===== src/rtl/taspg_pkg.sv =====
`default_nettype none
// ----------------------------------------------------------------------------
// taspg_pkg
// Shared constants and helpers for the three-axis step pulse generator.
// ----------------------------------------------------------------------------
package taspg_pkg;

	localparam int AXES    = 3;   // lanes that are processed, 1..LANES
	localparam int LANES   = 3;   // lanes carried on the ports
	localparam int SPEED_W = 11;
	localparam int COUNT_W = 5;

	localparam logic [SPEED_W-1:0] SPEED_MAX = SPEED_W'(1000);

	// (x / 100) == (x * 41) >> 12 for all x below 1000
	localparam int DIV_RECIP = 41;
	localparam int DIV_SHIFT = 12;
	localparam int PROD_W    = 17;

	// Period reload for a speed magnitude: (1000 - mag) / 100, 0 at or above 1000.
	function automatic logic [COUNT_W-1:0] reload_value(input logic [SPEED_W-1:0] mag);
		logic [SPEED_W-1:0] rem;
		logic [PROD_W-1:0]  prod;
		rem  = SPEED_MAX - mag;
		prod = PROD_W'(rem) * PROD_W'(DIV_RECIP);
		if (mag >= SPEED_MAX) begin
			return '0;
		end
		return COUNT_W'(prod >> DIV_SHIFT);
	endfunction

endpackage

`default_nettype wire


===== src/rtl/taspg_tick_if.sv =====
`default_nettype none
// ----------------------------------------------------------------------------
// taspg_tick_if
// Input channel: one timer tick with three axis speeds and limit levels.
// ----------------------------------------------------------------------------
interface taspg_tick_if;
	import taspg_pkg::*;

	logic                      valid;
	logic                      ready;
	logic signed [SPEED_W-1:0] speed_x;
	logic signed [SPEED_W-1:0] speed_y;
	logic signed [SPEED_W-1:0] speed_z;
	logic                      limit_level_x;
	logic                      limit_level_y;
	logic                      limit_level_z;

	modport source (
		output valid, speed_x, speed_y, speed_z,
		output limit_level_x, limit_level_y, limit_level_z,
		input  ready
	);

	modport sink (
		input  valid, speed_x, speed_y, speed_z,
		input  limit_level_x, limit_level_y, limit_level_z,
		output ready
	);

endinterface

`default_nettype wire


===== src/rtl/taspg_pins_if.sv =====
`default_nettype none
// ----------------------------------------------------------------------------
// taspg_pins_if
// Output channel: step, direction and driver enable levels after one tick.
// ----------------------------------------------------------------------------
interface taspg_pins_if;

	logic valid;
	logic ready;
	logic step_out_x;
	logic step_out_y;
	logic step_out_z;
	logic dir_out_x;
	logic dir_out_y;
	logic dir_out_z;
	logic driver_enable_n;

	modport source (
		output valid, step_out_x, step_out_y, step_out_z,
		output dir_out_x, dir_out_y, dir_out_z, driver_enable_n,
		input  ready
	);

	modport sink (
		input  valid, step_out_x, step_out_y, step_out_z,
		input  dir_out_x, dir_out_y, dir_out_z, driver_enable_n,
		output ready
	);

endinterface

`default_nettype wire


===== src/rtl/taspg_lane.sv =====
`default_nettype none
// ----------------------------------------------------------------------------
// taspg_lane
// One axis: stop test, limit clear, direction, pulse timer, limit latch.
// ----------------------------------------------------------------------------
module taspg_lane (
	input  wire logic                                clk,
	input  wire logic                                arst_n,
	input  wire logic                                en,
	input  wire logic signed [taspg_pkg::SPEED_W-1:0] speed,
	input  wire logic                                level,
	output logic                                     step,
	output logic                                     dir
);
	import taspg_pkg::*;

	typedef enum logic [1:0] {
		BLK_NONE = 2'b00,
		BLK_POS  = 2'b01,
		BLK_NEG  = 2'b10
	} blk_t;

	logic [COUNT_W-1:0] count_q, count_d;
	blk_t               blk_q, blk_d;
	logic               toggle_q, toggle_d;
	logic               step_q, step_d;
	logic               dir_q, dir_d;

	logic               neg, pos, moving;
	logic [SPEED_W-1:0] mag;

	assign neg = speed[SPEED_W-1];
	assign pos = !neg && (speed != '0);
	assign mag = neg ? (~speed + SPEED_W'(1)) : speed;
	assign moving = (speed != '0) && !(blk_q == BLK_POS && pos) && !(blk_q == BLK_NEG && neg);

	always_comb begin
		count_d  = count_q;
		blk_d    = blk_q;
		toggle_d = toggle_q;
		step_d   = step_q;
		dir_d    = dir_q;
		if (!moving) begin
			count_d = '0;
		end else begin
			if (level) begin
				blk_d = BLK_NONE;
			end
			dir_d = pos;
			if (count_q <= COUNT_W'(1)) begin
				count_d  = reload_value(mag);
				step_d   = toggle_q;
				toggle_d = !toggle_q;
			end else begin
				count_d = count_q - COUNT_W'(1);
			end
			// a pressed switch blocks the direction we are moving in
			if (blk_d == BLK_NONE && !level) begin
				blk_d = pos ? BLK_POS : BLK_NEG;
			end
		end
	end

	always_ff @(posedge clk or negedge arst_n) begin
		if (!arst_n) begin
			count_q  <= '0;
			blk_q    <= BLK_NONE;
			toggle_q <= 1'b0;
			step_q   <= 1'b0;
			dir_q    <= 1'b0;
		end else if (en) begin
			count_q  <= count_d;
			blk_q    <= blk_d;
			toggle_q <= toggle_d;
			step_q   <= step_d;
			dir_q    <= dir_d;
		end
	end

	assign step = step_q;
	assign dir  = dir_q;

endmodule

`default_nettype wire


===== src/rtl/three_axis_step_pulse_generator_top.sv =====
`default_nettype none
// ----------------------------------------------------------------------------
// three_axis_step_pulse_generator_top
// Per-tick step/direction generator for three axes with limit switch blocking.
// ----------------------------------------------------------------------------
//  channel | dir | payload                                   | handshake
//  --------+-----+-------------------------------------------+-------------
//  tick    | in  | speed_x/y/z (s11), limit_level_x/y/z      | valid/ready
//  pins    | out | step_out_x/y/z, dir_out_x/y/z, drv_en_n   | valid/ready
//
//  One beat per cycle sustained while pins.ready stays high. A tick beat
//  lands in the input register (_s1); when the result slot is free, the
//  lane logic updates its state and the result register, which offers the
//  result on pins.
//  arst_n clears all lane state and both valid flags; payload is not reset.
//  A stalled result holds the input register, and tick.ready drops only
//  when both the input register and the result register are full.
// ----------------------------------------------------------------------------
module three_axis_step_pulse_generator_top (
	input  wire logic     clk,
	input  wire logic     arst_n,
	taspg_tick_if.sink    tick,
	taspg_pins_if.source  pins
);
	import taspg_pkg::*;

	// input register
	logic                      valid_s1;
	logic signed [SPEED_W-1:0] speed_s1 [LANES];
	logic [LANES-1:0]          level_s1;

	// result register; lane state doubles as the pin payload
	logic                      out_valid_q;
	logic                      drv_en_n_q;
	logic [LANES-1:0]          step_lane;
	logic [LANES-1:0]          dir_lane;

	logic                      out_free;
	logic                      adv;

	// result slot is free when empty or being drained this cycle
	assign out_free   = !out_valid_q || pins.ready;
	assign adv        = valid_s1 && out_free;
	assign tick.ready = !valid_s1 || out_free;

	always_ff @(posedge clk or negedge arst_n) begin
		if (!arst_n) begin
			valid_s1 <= 1'b0;
		end else if (tick.ready) begin
			valid_s1 <= tick.valid;
		end
	end

	always_ff @(posedge clk) begin
		if (tick.ready && tick.valid) begin
			speed_s1[0] <= tick.speed_x;
			speed_s1[1] <= tick.speed_y;
			speed_s1[2] <= tick.speed_z;
			level_s1    <= {tick.limit_level_z, tick.limit_level_y, tick.limit_level_x};
		end
	end

	// axis lanes; lanes past AXES get no lane and are tied to 0
	for (genvar i = 0; i < LANES; i++) begin : g_lane
		if (i < AXES) begin : g_on
			taspg_lane u_lane (
				.clk    (clk),
				.arst_n (arst_n),
				.en     (adv),
				.speed  (speed_s1[i]),
				.level  (level_s1[i]),
				.step   (step_lane[i]),
				.dir    (dir_lane[i])
			);
		end else begin : g_off
			assign step_lane[i] = 1'b0;
			assign dir_lane[i]  = 1'b0;
		end
	end

	always_ff @(posedge clk or negedge arst_n) begin
		if (!arst_n) begin
			out_valid_q <= 1'b0;
		end else if (adv) begin
			out_valid_q <= 1'b1;
		end else if (pins.ready) begin
			out_valid_q <= 1'b0;
		end
	end

	// driver enable looks at all three speeds, processed or not
	always_ff @(posedge clk) begin
		if (adv) begin
			drv_en_n_q <= (speed_s1[0] == '0) && (speed_s1[1] == '0) && (speed_s1[2] == '0);
		end
	end

	assign pins.valid           = out_valid_q;
	assign pins.step_out_x      = step_lane[0];
	assign pins.step_out_y      = step_lane[1];
	assign pins.step_out_z      = step_lane[2];
	assign pins.dir_out_x       = dir_lane[0];
	assign pins.dir_out_y       = dir_lane[1];
	assign pins.dir_out_z       = dir_lane[2];
	assign pins.driver_enable_n = drv_en_n_q;

`ifndef ASSERT_OFF
	// a tick moved into the lanes always shows up as a result next cycle
	a_adv_gives_result: assert property (@(posedge clk) disable iff (!arst_n)
		adv |=> pins.valid)
		else $error("advanced tick produced no result");

	// a full input register that cannot drain must stall the tick side
	a_stall_backpressure: assert property (@(posedge clk) disable iff (!arst_n)
		(valid_s1 && !adv) |-> !tick.ready)
		else $error("tick accepted over an unmoved beat");

	// pin levels change only when a tick is processed
	a_pins_hold: assert property (@(posedge clk) disable iff (!arst_n)
		!adv |=> $stable(step_lane) && $stable(dir_lane))
		else $error("pin levels changed without a tick");
`endif

endmodule

`default_nettype wire


===== src/flat_wrapper.sv =====
// flat-port wrapper written by rule: the top's interface ports become plain ports
module three_axis_step_pulse_generator_top_flat import taspg_pkg::*;
  (clk, arst_n, tick_valid, tick_speed_x, tick_speed_y, tick_speed_z, tick_limit_level_x, tick_limit_level_y, tick_limit_level_z, tick_ready, pins_valid, pins_step_out_x, pins_step_out_y, pins_step_out_z, pins_dir_out_x, pins_dir_out_y, pins_dir_out_z, pins_driver_enable_n, pins_ready);
  taspg_tick_if tick_i ();
  taspg_pins_if pins_i ();
  input  wire logic clk;
  input  wire logic arst_n;
  input wire logic [$bits(tick_i.valid)-1:0] tick_valid;
  input wire logic [$bits(tick_i.speed_x)-1:0] tick_speed_x;
  input wire logic [$bits(tick_i.speed_y)-1:0] tick_speed_y;
  input wire logic [$bits(tick_i.speed_z)-1:0] tick_speed_z;
  input wire logic [$bits(tick_i.limit_level_x)-1:0] tick_limit_level_x;
  input wire logic [$bits(tick_i.limit_level_y)-1:0] tick_limit_level_y;
  input wire logic [$bits(tick_i.limit_level_z)-1:0] tick_limit_level_z;
  output wire logic [$bits(tick_i.ready)-1:0] tick_ready;
  output wire logic [$bits(pins_i.valid)-1:0] pins_valid;
  output wire logic [$bits(pins_i.step_out_x)-1:0] pins_step_out_x;
  output wire logic [$bits(pins_i.step_out_y)-1:0] pins_step_out_y;
  output wire logic [$bits(pins_i.step_out_z)-1:0] pins_step_out_z;
  output wire logic [$bits(pins_i.dir_out_x)-1:0] pins_dir_out_x;
  output wire logic [$bits(pins_i.dir_out_y)-1:0] pins_dir_out_y;
  output wire logic [$bits(pins_i.dir_out_z)-1:0] pins_dir_out_z;
  output wire logic [$bits(pins_i.driver_enable_n)-1:0] pins_driver_enable_n;
  input wire logic [$bits(pins_i.ready)-1:0] pins_ready;
  assign tick_i.valid = tick_valid;
  assign tick_i.speed_x = tick_speed_x;
  assign tick_i.speed_y = tick_speed_y;
  assign tick_i.speed_z = tick_speed_z;
  assign tick_i.limit_level_x = tick_limit_level_x;
  assign tick_i.limit_level_y = tick_limit_level_y;
  assign tick_i.limit_level_z = tick_limit_level_z;
  assign tick_ready = tick_i.ready;
  assign pins_valid = pins_i.valid;
  assign pins_step_out_x = pins_i.step_out_x;
  assign pins_step_out_y = pins_i.step_out_y;
  assign pins_step_out_z = pins_i.step_out_z;
  assign pins_dir_out_x = pins_i.dir_out_x;
  assign pins_dir_out_y = pins_i.dir_out_y;
  assign pins_dir_out_z = pins_i.dir_out_z;
  assign pins_driver_enable_n = pins_i.driver_enable_n;
  assign pins_i.ready = pins_ready;
  three_axis_step_pulse_generator_top u_core (.clk(clk), .arst_n(arst_n), .tick(tick_i), .pins(pins_i));
endmodule

===== config.mk =====
export PLATFORM = sky130hd
export DESIGN_NAME = three_axis_step_pulse_generator_top_flat
export DESIGN_NICKNAME = d
export VERILOG_FILES = /design/src/rtl/taspg_pkg.sv /design/src/rtl/taspg_tick_if.sv /design/src/rtl/taspg_pins_if.sv /design/src/rtl/taspg_lane.sv /design/src/rtl/three_axis_step_pulse_generator_top.sv /design/src/flat_wrapper.sv
export SDC_FILE = /design/constraint.sdc
export NUM_CORES = 1
export LEC_CHECK = 0
export BUFFER_PORTS_ARGS = -buffer_cell sky130_fd_sc_hd__clkbuf_2
export CAP_MARGIN = 20
export CORE_AREA = 2 2 129 131
export DETAILED_ROUTE_END_ITERATION = 7
export DIE_AREA = 0 0 131 133
export PLACE_DENSITY = 0.61
export REMOVE_ABC_BUFFERS = 1
export SKIP_CTS_REPAIR_TIMING = 1
export SYNTH_ARGS = -nofsm -noshare
export SYNTH_HDL_FRONTEND = slang
export SYNTH_SLANG_ARGS = --single-unit

===== constraint.sdc =====
create_clock -name clk -period 5.2 [get_ports clk]
set_clock_uncertainty 0.1 [all_clocks]
set_input_delay 0.26 -clock clk [delete_from_list [all_inputs] [get_ports clk]]
set_output_delay 0.26 -clock clk [all_outputs]
set_load 0.1 [all_outputs]

# Yosys cells after proc, flatten, opt, wreduce, memory -nomap -nowiden
# Memories as Yosys holds them, arrays and structs flattened.
# Cells that the tools add are included.
[word_totals]
romBits = 0
reg_bits = 36
wordCells = 144
latchBits = 0
memories = 1
output_inout_bits = 9
ram_bits = 33
[op_classes]
bitwise_logic = 3
n_lt_le_gt_ge = 6
add_sub_neg = 9
shift = 0
n_eq_ne = 6
div = 0
reduce_logical = 57
muxes = 40
mul = 3
[memory_table]
columns = ["memory", "depth", "word_bits", "rd", "rd_ports_with_merged_regs", "wr", "line", "rtl"]
rows = [
  ["u_core.speed_s1", 3, 11, 3, 0, 3, "three_axis_step_pulse_generator_top.sv:29", "logic signed [SPEED_W-1:0] speed_s1 [LANES];"],
]
[ops]
columns = ["operator", "n"]
rows = [
  ["5-bit 2-to-1 mux", 12],
  ["11-bit by 6-bit multiplier with 17-bit output, second input constant", 3],
  ["11-bit by 2-bit adder with 11-bit output, second input constant", 3],
  ["11-bit by 10-bit greater-or-equal comparator with 1-bit output, second input constant", 3],
  ["11-bit logical NOT", 3],
  ["11-bit 2-to-1 mux", 3],
  ["11-bit inverter", 3],
  ["11-bit nonzero test", 3],
  ["10-bit by 11-bit subtractor with 11-bit output, first input constant", 3],
  ["2-bit 2-to-1 mux", 12],
  ["1-bit logical AND", 22],
  ["1-bit logical NOT", 17],
  ["5-bit by 1-bit <= comparator with 1-bit output, second input constant", 3],
  ["5-bit by 1-bit subtractor with 5-bit output, second input constant", 3],
  ["1-bit 2-to-1 mux", 13],
  ["3-bit AND reduction", 3],
  ["2-bit by 1-bit equality test with 1-bit output, second input constant", 3],
  ["2-bit equality test, second input constant", 3],
  ["2-bit logical NOT", 3],
  ["2-bit AND reduction", 3],
  ["1-bit logical OR", 2],
  ["2-bit nonzero test", 1],
]

# Longest topological paths before layout
[depth]
depth_word = 10
ltp_mapped = 22
depth_no_buf = 20

# Modules after synthesis
# A second synthesis with hierarchy kept.
[hier_totals]
hier_cells = 792
hier_area_um2 = 7458.4
[modules_own_cells]
columns = ["mod", "cells_per_inst", "area_per_inst_um2", "instances"]
rows = [
  ["taspg_lane at u_core.g_lane[1].g_on.u_lane", 278, 2222.1, 1],
  ["taspg_lane at u_core.g_lane[0].g_on.u_lane", 233, 2000.7, 1],
  ["taspg_lane at u_core.g_lane[2].g_on.u_lane", 224, 1953.1, 1],
  ["three_axis_step_pulse_generator_top", 57, 1282.5, 1],
]

# Worst setup path before layout
# No wires, ideal clock.
[synth_timing]
kind = "reg2reg"
start = "memory u_core.speed_s1[2][0], in the netlist u_core.speed_s1[0][22]"
end = "register u_core.g_lane[2].g_on.u_lane.count_q[4]"
path_buffers = 2
period_less_slack_ns = 4.832
stages_incl_launch_ff = 23
t_required_ns = 4.974
setup_slack_ns = 0.368
arrival_time_ns = 4.606
path_cell_list = "edfxtp_1 clkbuf_1 inv_1 ha_1 buf_2 inv_1 o31ai_1 xor2_1 a21oi_1 xnor2_1 inv_1 ha_1 inv_1 fa_1 inv_1 ha_1 ha_1 nor4_1 o21ai_0 o2bb2ai_1 o31ai_1 xnor2_1 a221o_1"
[synth_rtl]
columns = ["item", "line", "rtl"]
rows = [
  ["from (decl)", "three_axis_step_pulse_generator_top.sv:29", ""],
  ["to (signal assigned)", "taspg_lane.sv:72", "count_q <= count_d;"],
  ["to (decl)", "taspg_lane.sv:23", "logic [COUNT_W-1:0] count_q, count_d;"],
]

==> impl_metrics.py <==
metrics = {
    "synth": {
        "async_flop_share_pct": 46.38,
        "ys_seq_area_share_pct": 26.81,
        "syn_avg_cell_area_um2": 9.347,
        "syn_area_mm2": 0.007132,
        "yosysMostFrequentCell": "ha_1",
        "yosysUniqueCellTypes": 75,
        "yosys_most_used_dff": "edfxtp_1",
        "synth_edf_count": 37,
        "syn_inst": 763,
        "ys_ff_latch": 69,
        "synth_top_area_cell": "ha_1",
        "ys_warn_count": 0,
        "synth_commonest_cells": "ha_1 (123), inv_1 (55), nand2_1 (48), a21oi_1 (45), xnor2_1 (44)",
        "netlist.area_leader.share_pct": 21.58,
        "synth_area_leaders": "ha_1 (22%), edfxtp_1 (16%), dfrtp_1 (11%)",
    },
    "power": {
        "ir_drop_v": 0.0003183,
        "power.leakage_nw": 3.828,
        "power_mw": 3.658,
        "power_density_mw_per_mm2": 437.9,
    },
    "setup_path": {
        "critPathKind": "reg2reg",
        "cp.required_ns": 5.35,
        "critPathArrivalTime_ns": 5.16,
        "r2r_slack_ns": 0.19,
        "start_kind": "flip-flop",
        "cp-end-kind": "flip-flop",
        "rr_worst_depth": 18,
        "r2r-end": "u_core.g_lane[0].g_on.u_lane.count_q[3]",
        "cp_max_fo": 8,
        "r2r_start": "u_core.speed_s1[0][2]",
    },
    "worst_hold_path": {
        "holdPathEnd": "u_core.speed_s1[0][26]",
        "hp-class": "in2reg",
        "holdPathStages": 1,
        "min-delay-start": "tick_speed_z[4]",
    },
    "layout": {
        "drive_gt1_share_pct": 15.06,
        "regArea_mm2": 0.001912,
        "area_growth_pct": 17.11,
        "nFillCells": 1490,
        "multi_input_area_mm2": 0.004999,
        "nets": 1020,
        "finalInstanceArea_mm2": 0.008352,
        "insertedDiodeCount": 0,
        "post-route-util_pct": 51.64,
        "stdcell_count": 1070,
    },
    "place": {
        "dpl_cell_area_mm2": 0.007665,
        "io_buffers": 48,
        "dp_slack_ns": 0.1425,
        "dp_hpwl_um": 12330,
        "dp_cells": 1023,
        "place_congestion": 0.8840,
    },
    "route": {
        "routed_wl_um": 15600,
        "antenna_left": 0,
        "avgViaCountPerCell": 5.450,
        "drt_iter0_markers": 325,
        "drc_errors": 0,
        "top_layer_used": "met4",
        "met1_length_um": 7268,
        "wl_met3_um": 402,
        "wl_per_cell_um": 14.58,
        "met2_length_um": 7673,
        "dr.pass1.iters": 4,
        "num_vias": 5831,
    },
    "floorplan": {
        "die_h_um": 133,
        "rows": 47,
        "core_mm2": 0.01617,
        "die_area_mm2": 0.01742,
        "io_pins": 49,
        "start_util_pct": 44.10,
        "die_width_um": 131,
    },
    "clocking": {
        "path_clk_slew_ns": 0.06,
        "root_buffer": "clkbuf_16",
        "clock_sinks": 69,
        "clock_latency_ns": 0.34,
        "cts_buffer_depth": 2,
        "cts_tree": "yes",
        "h-tree-depth": 3,
        "cts-buffers-inserted": 9,
    },
    "sta": {
        "finalSetupViolations": 0,
        "finalSetupTns_ns": 0,
        "final.setup.worst_slack_ns": 0.1900,
        "min_period_ns": 5.010,
        "max_freq_ghz": 0.1996,
        "fin_crit_sh_pct": 96.35,
        "worst_pin_slew_ns": 0.8731,
        "hold_viol_final": 1,
        "drv_slew": 0,
        "slew_headroom_pct": 41.79,
        "rsz0062_at_grt": "true",
        "holdWs_ns": -0.003875,
    },
    "global_route": {
        "grt_antenna_before_repair": 0,
        "grt_overflow": 0,
        "grt_max_degree": 37,
        "grt_pass1_wl_um": 25940,
        "grtUsageTotal_pct": 18.40,
        "grt_pass1_vias": 5753,
    },
    "run": {
        "cap_viol_max_count": 0,
    },
    "outcome": {
        "violations": "hold timing",
        "status": "finished, violations left",
    },
}
==> how the worst max path moves through the flow <==
stage,start,endpoint,slack (ns),cells after the start
2_1_floorplan,u_core.speed_s1[0][22],u_core.g_lane[2].g_on.u_lane.count_q[4],0.41,20
3_3_place_gp,u_core.speed_s1[0][0],u_core.g_lane[0].g_on.u_lane.count_q[3],0.29,19
3_5_place_dp,u_core.speed_s1[0][0],u_core.g_lane[0].g_on.u_lane.count_q[3],0.14,18
4_1_cts,u_core.speed_s1[0][0],u_core.g_lane[0].g_on.u_lane.count_q[3],0.11,18
5_1_grt,u_core.speed_s1[0][11],u_core.g_lane[1].g_on.u_lane.count_q[4],-0.05,21
6_report,u_core.speed_s1[0][2],u_core.g_lane[0].g_on.u_lane.count_q[3],0.19,18
==> per-layer routing <==
metal	up-vias	GRT usage, %
li1	2961	-
met1	2766	23.69
met2	81	30.92
met3	23	3.437
met4	0	6.028
met5	-	0
==> power by group <==
group	internal, mW	switching (mW)
logic	0.956	1.28
registers	0.694	0.130
clock network	0.363	0.234
==> cell usage in the layout (no fill, tap or decap), types with 15 or more instances in the layout <==
master	netlist	layout
nor2_1	41	41
a21oi_1	45	42
nor2b_1	15	15
edfxtp_1	37	37
o21ai_0	33	33
xor2_1	28	28
ha_1	123	121
buf_4	0	18
dfrtp_1	32	32
inv_1	55	54
xnor2_1	44	40
dlygate4sd3_1	0	29
nand2_1	48	48
clkbuf_2	0	48
nor3_1	26	26
o31ai_1	18	16
==> cell type report <==
class | instances | share of cell area, %
Tap cell | 220 | 3.296
Timing Repair Buffer | 95 | 7.970
Clock buffer | 13 | 3.251
Sequential cell | 69 | 22.89
Multi-Input combinational cell | 614 | 59.85
Clock inverter | 3 | 0.2247
Inverter | 56 | 2.517
==> cell families after synthesis <==
kind of cell	after synthesis	synth area share (%)
xor gates and xnor gates	73	9.070
muxes	6	0.9122
buffers and inverters	80	4.403
AOI/OAI and AO/OA	177	16.93
DFF	69	26.81
and+or+nand+nor	223	16.93
adders and majority gates	135	24.95
==> worst max-delay path, stage by stage, from the launching register on <==
cell and delay (ns):
edfxtp_1 0.52, or3_4 0.47, o21ai_0 0.36, xnor2_1 0.30, o21ai_0 0.21, xor2_1 0.24, inv_1 0.10, ha_1 0.28
inv_1 0.05, fa_1 0.50, inv_1 0.05, ha_1 0.19, ha_1 0.31, a21oi_1 0.19, o21a_1 0.15, o21ai_0 0.10
o2111a_1 0.31, or2_2 0.30, o31ai_1 0.18
==> sequential cells by signal, summed over array words and instances (netlist names) <==
name / flops
u_core.speed_s1: 33
u_core.g_lane.g_on.u_lane.count_q: 15
u_core.g_lane.g_on.u_lane.blk_q: 6
u_core.g_lane.g_on.u_lane.dir: 3
u_core.g_lane.g_on.u_lane.step: 3
u_core.g_lane.g_on.u_lane.toggle_q: 3
u_core.level_s1: 3
u_core.pins.driver_enable_n: 1
u_core.pins.valid: 1
u_core.valid_s1: 1
No activity file was read; power rests on OpenSTA's default activity.
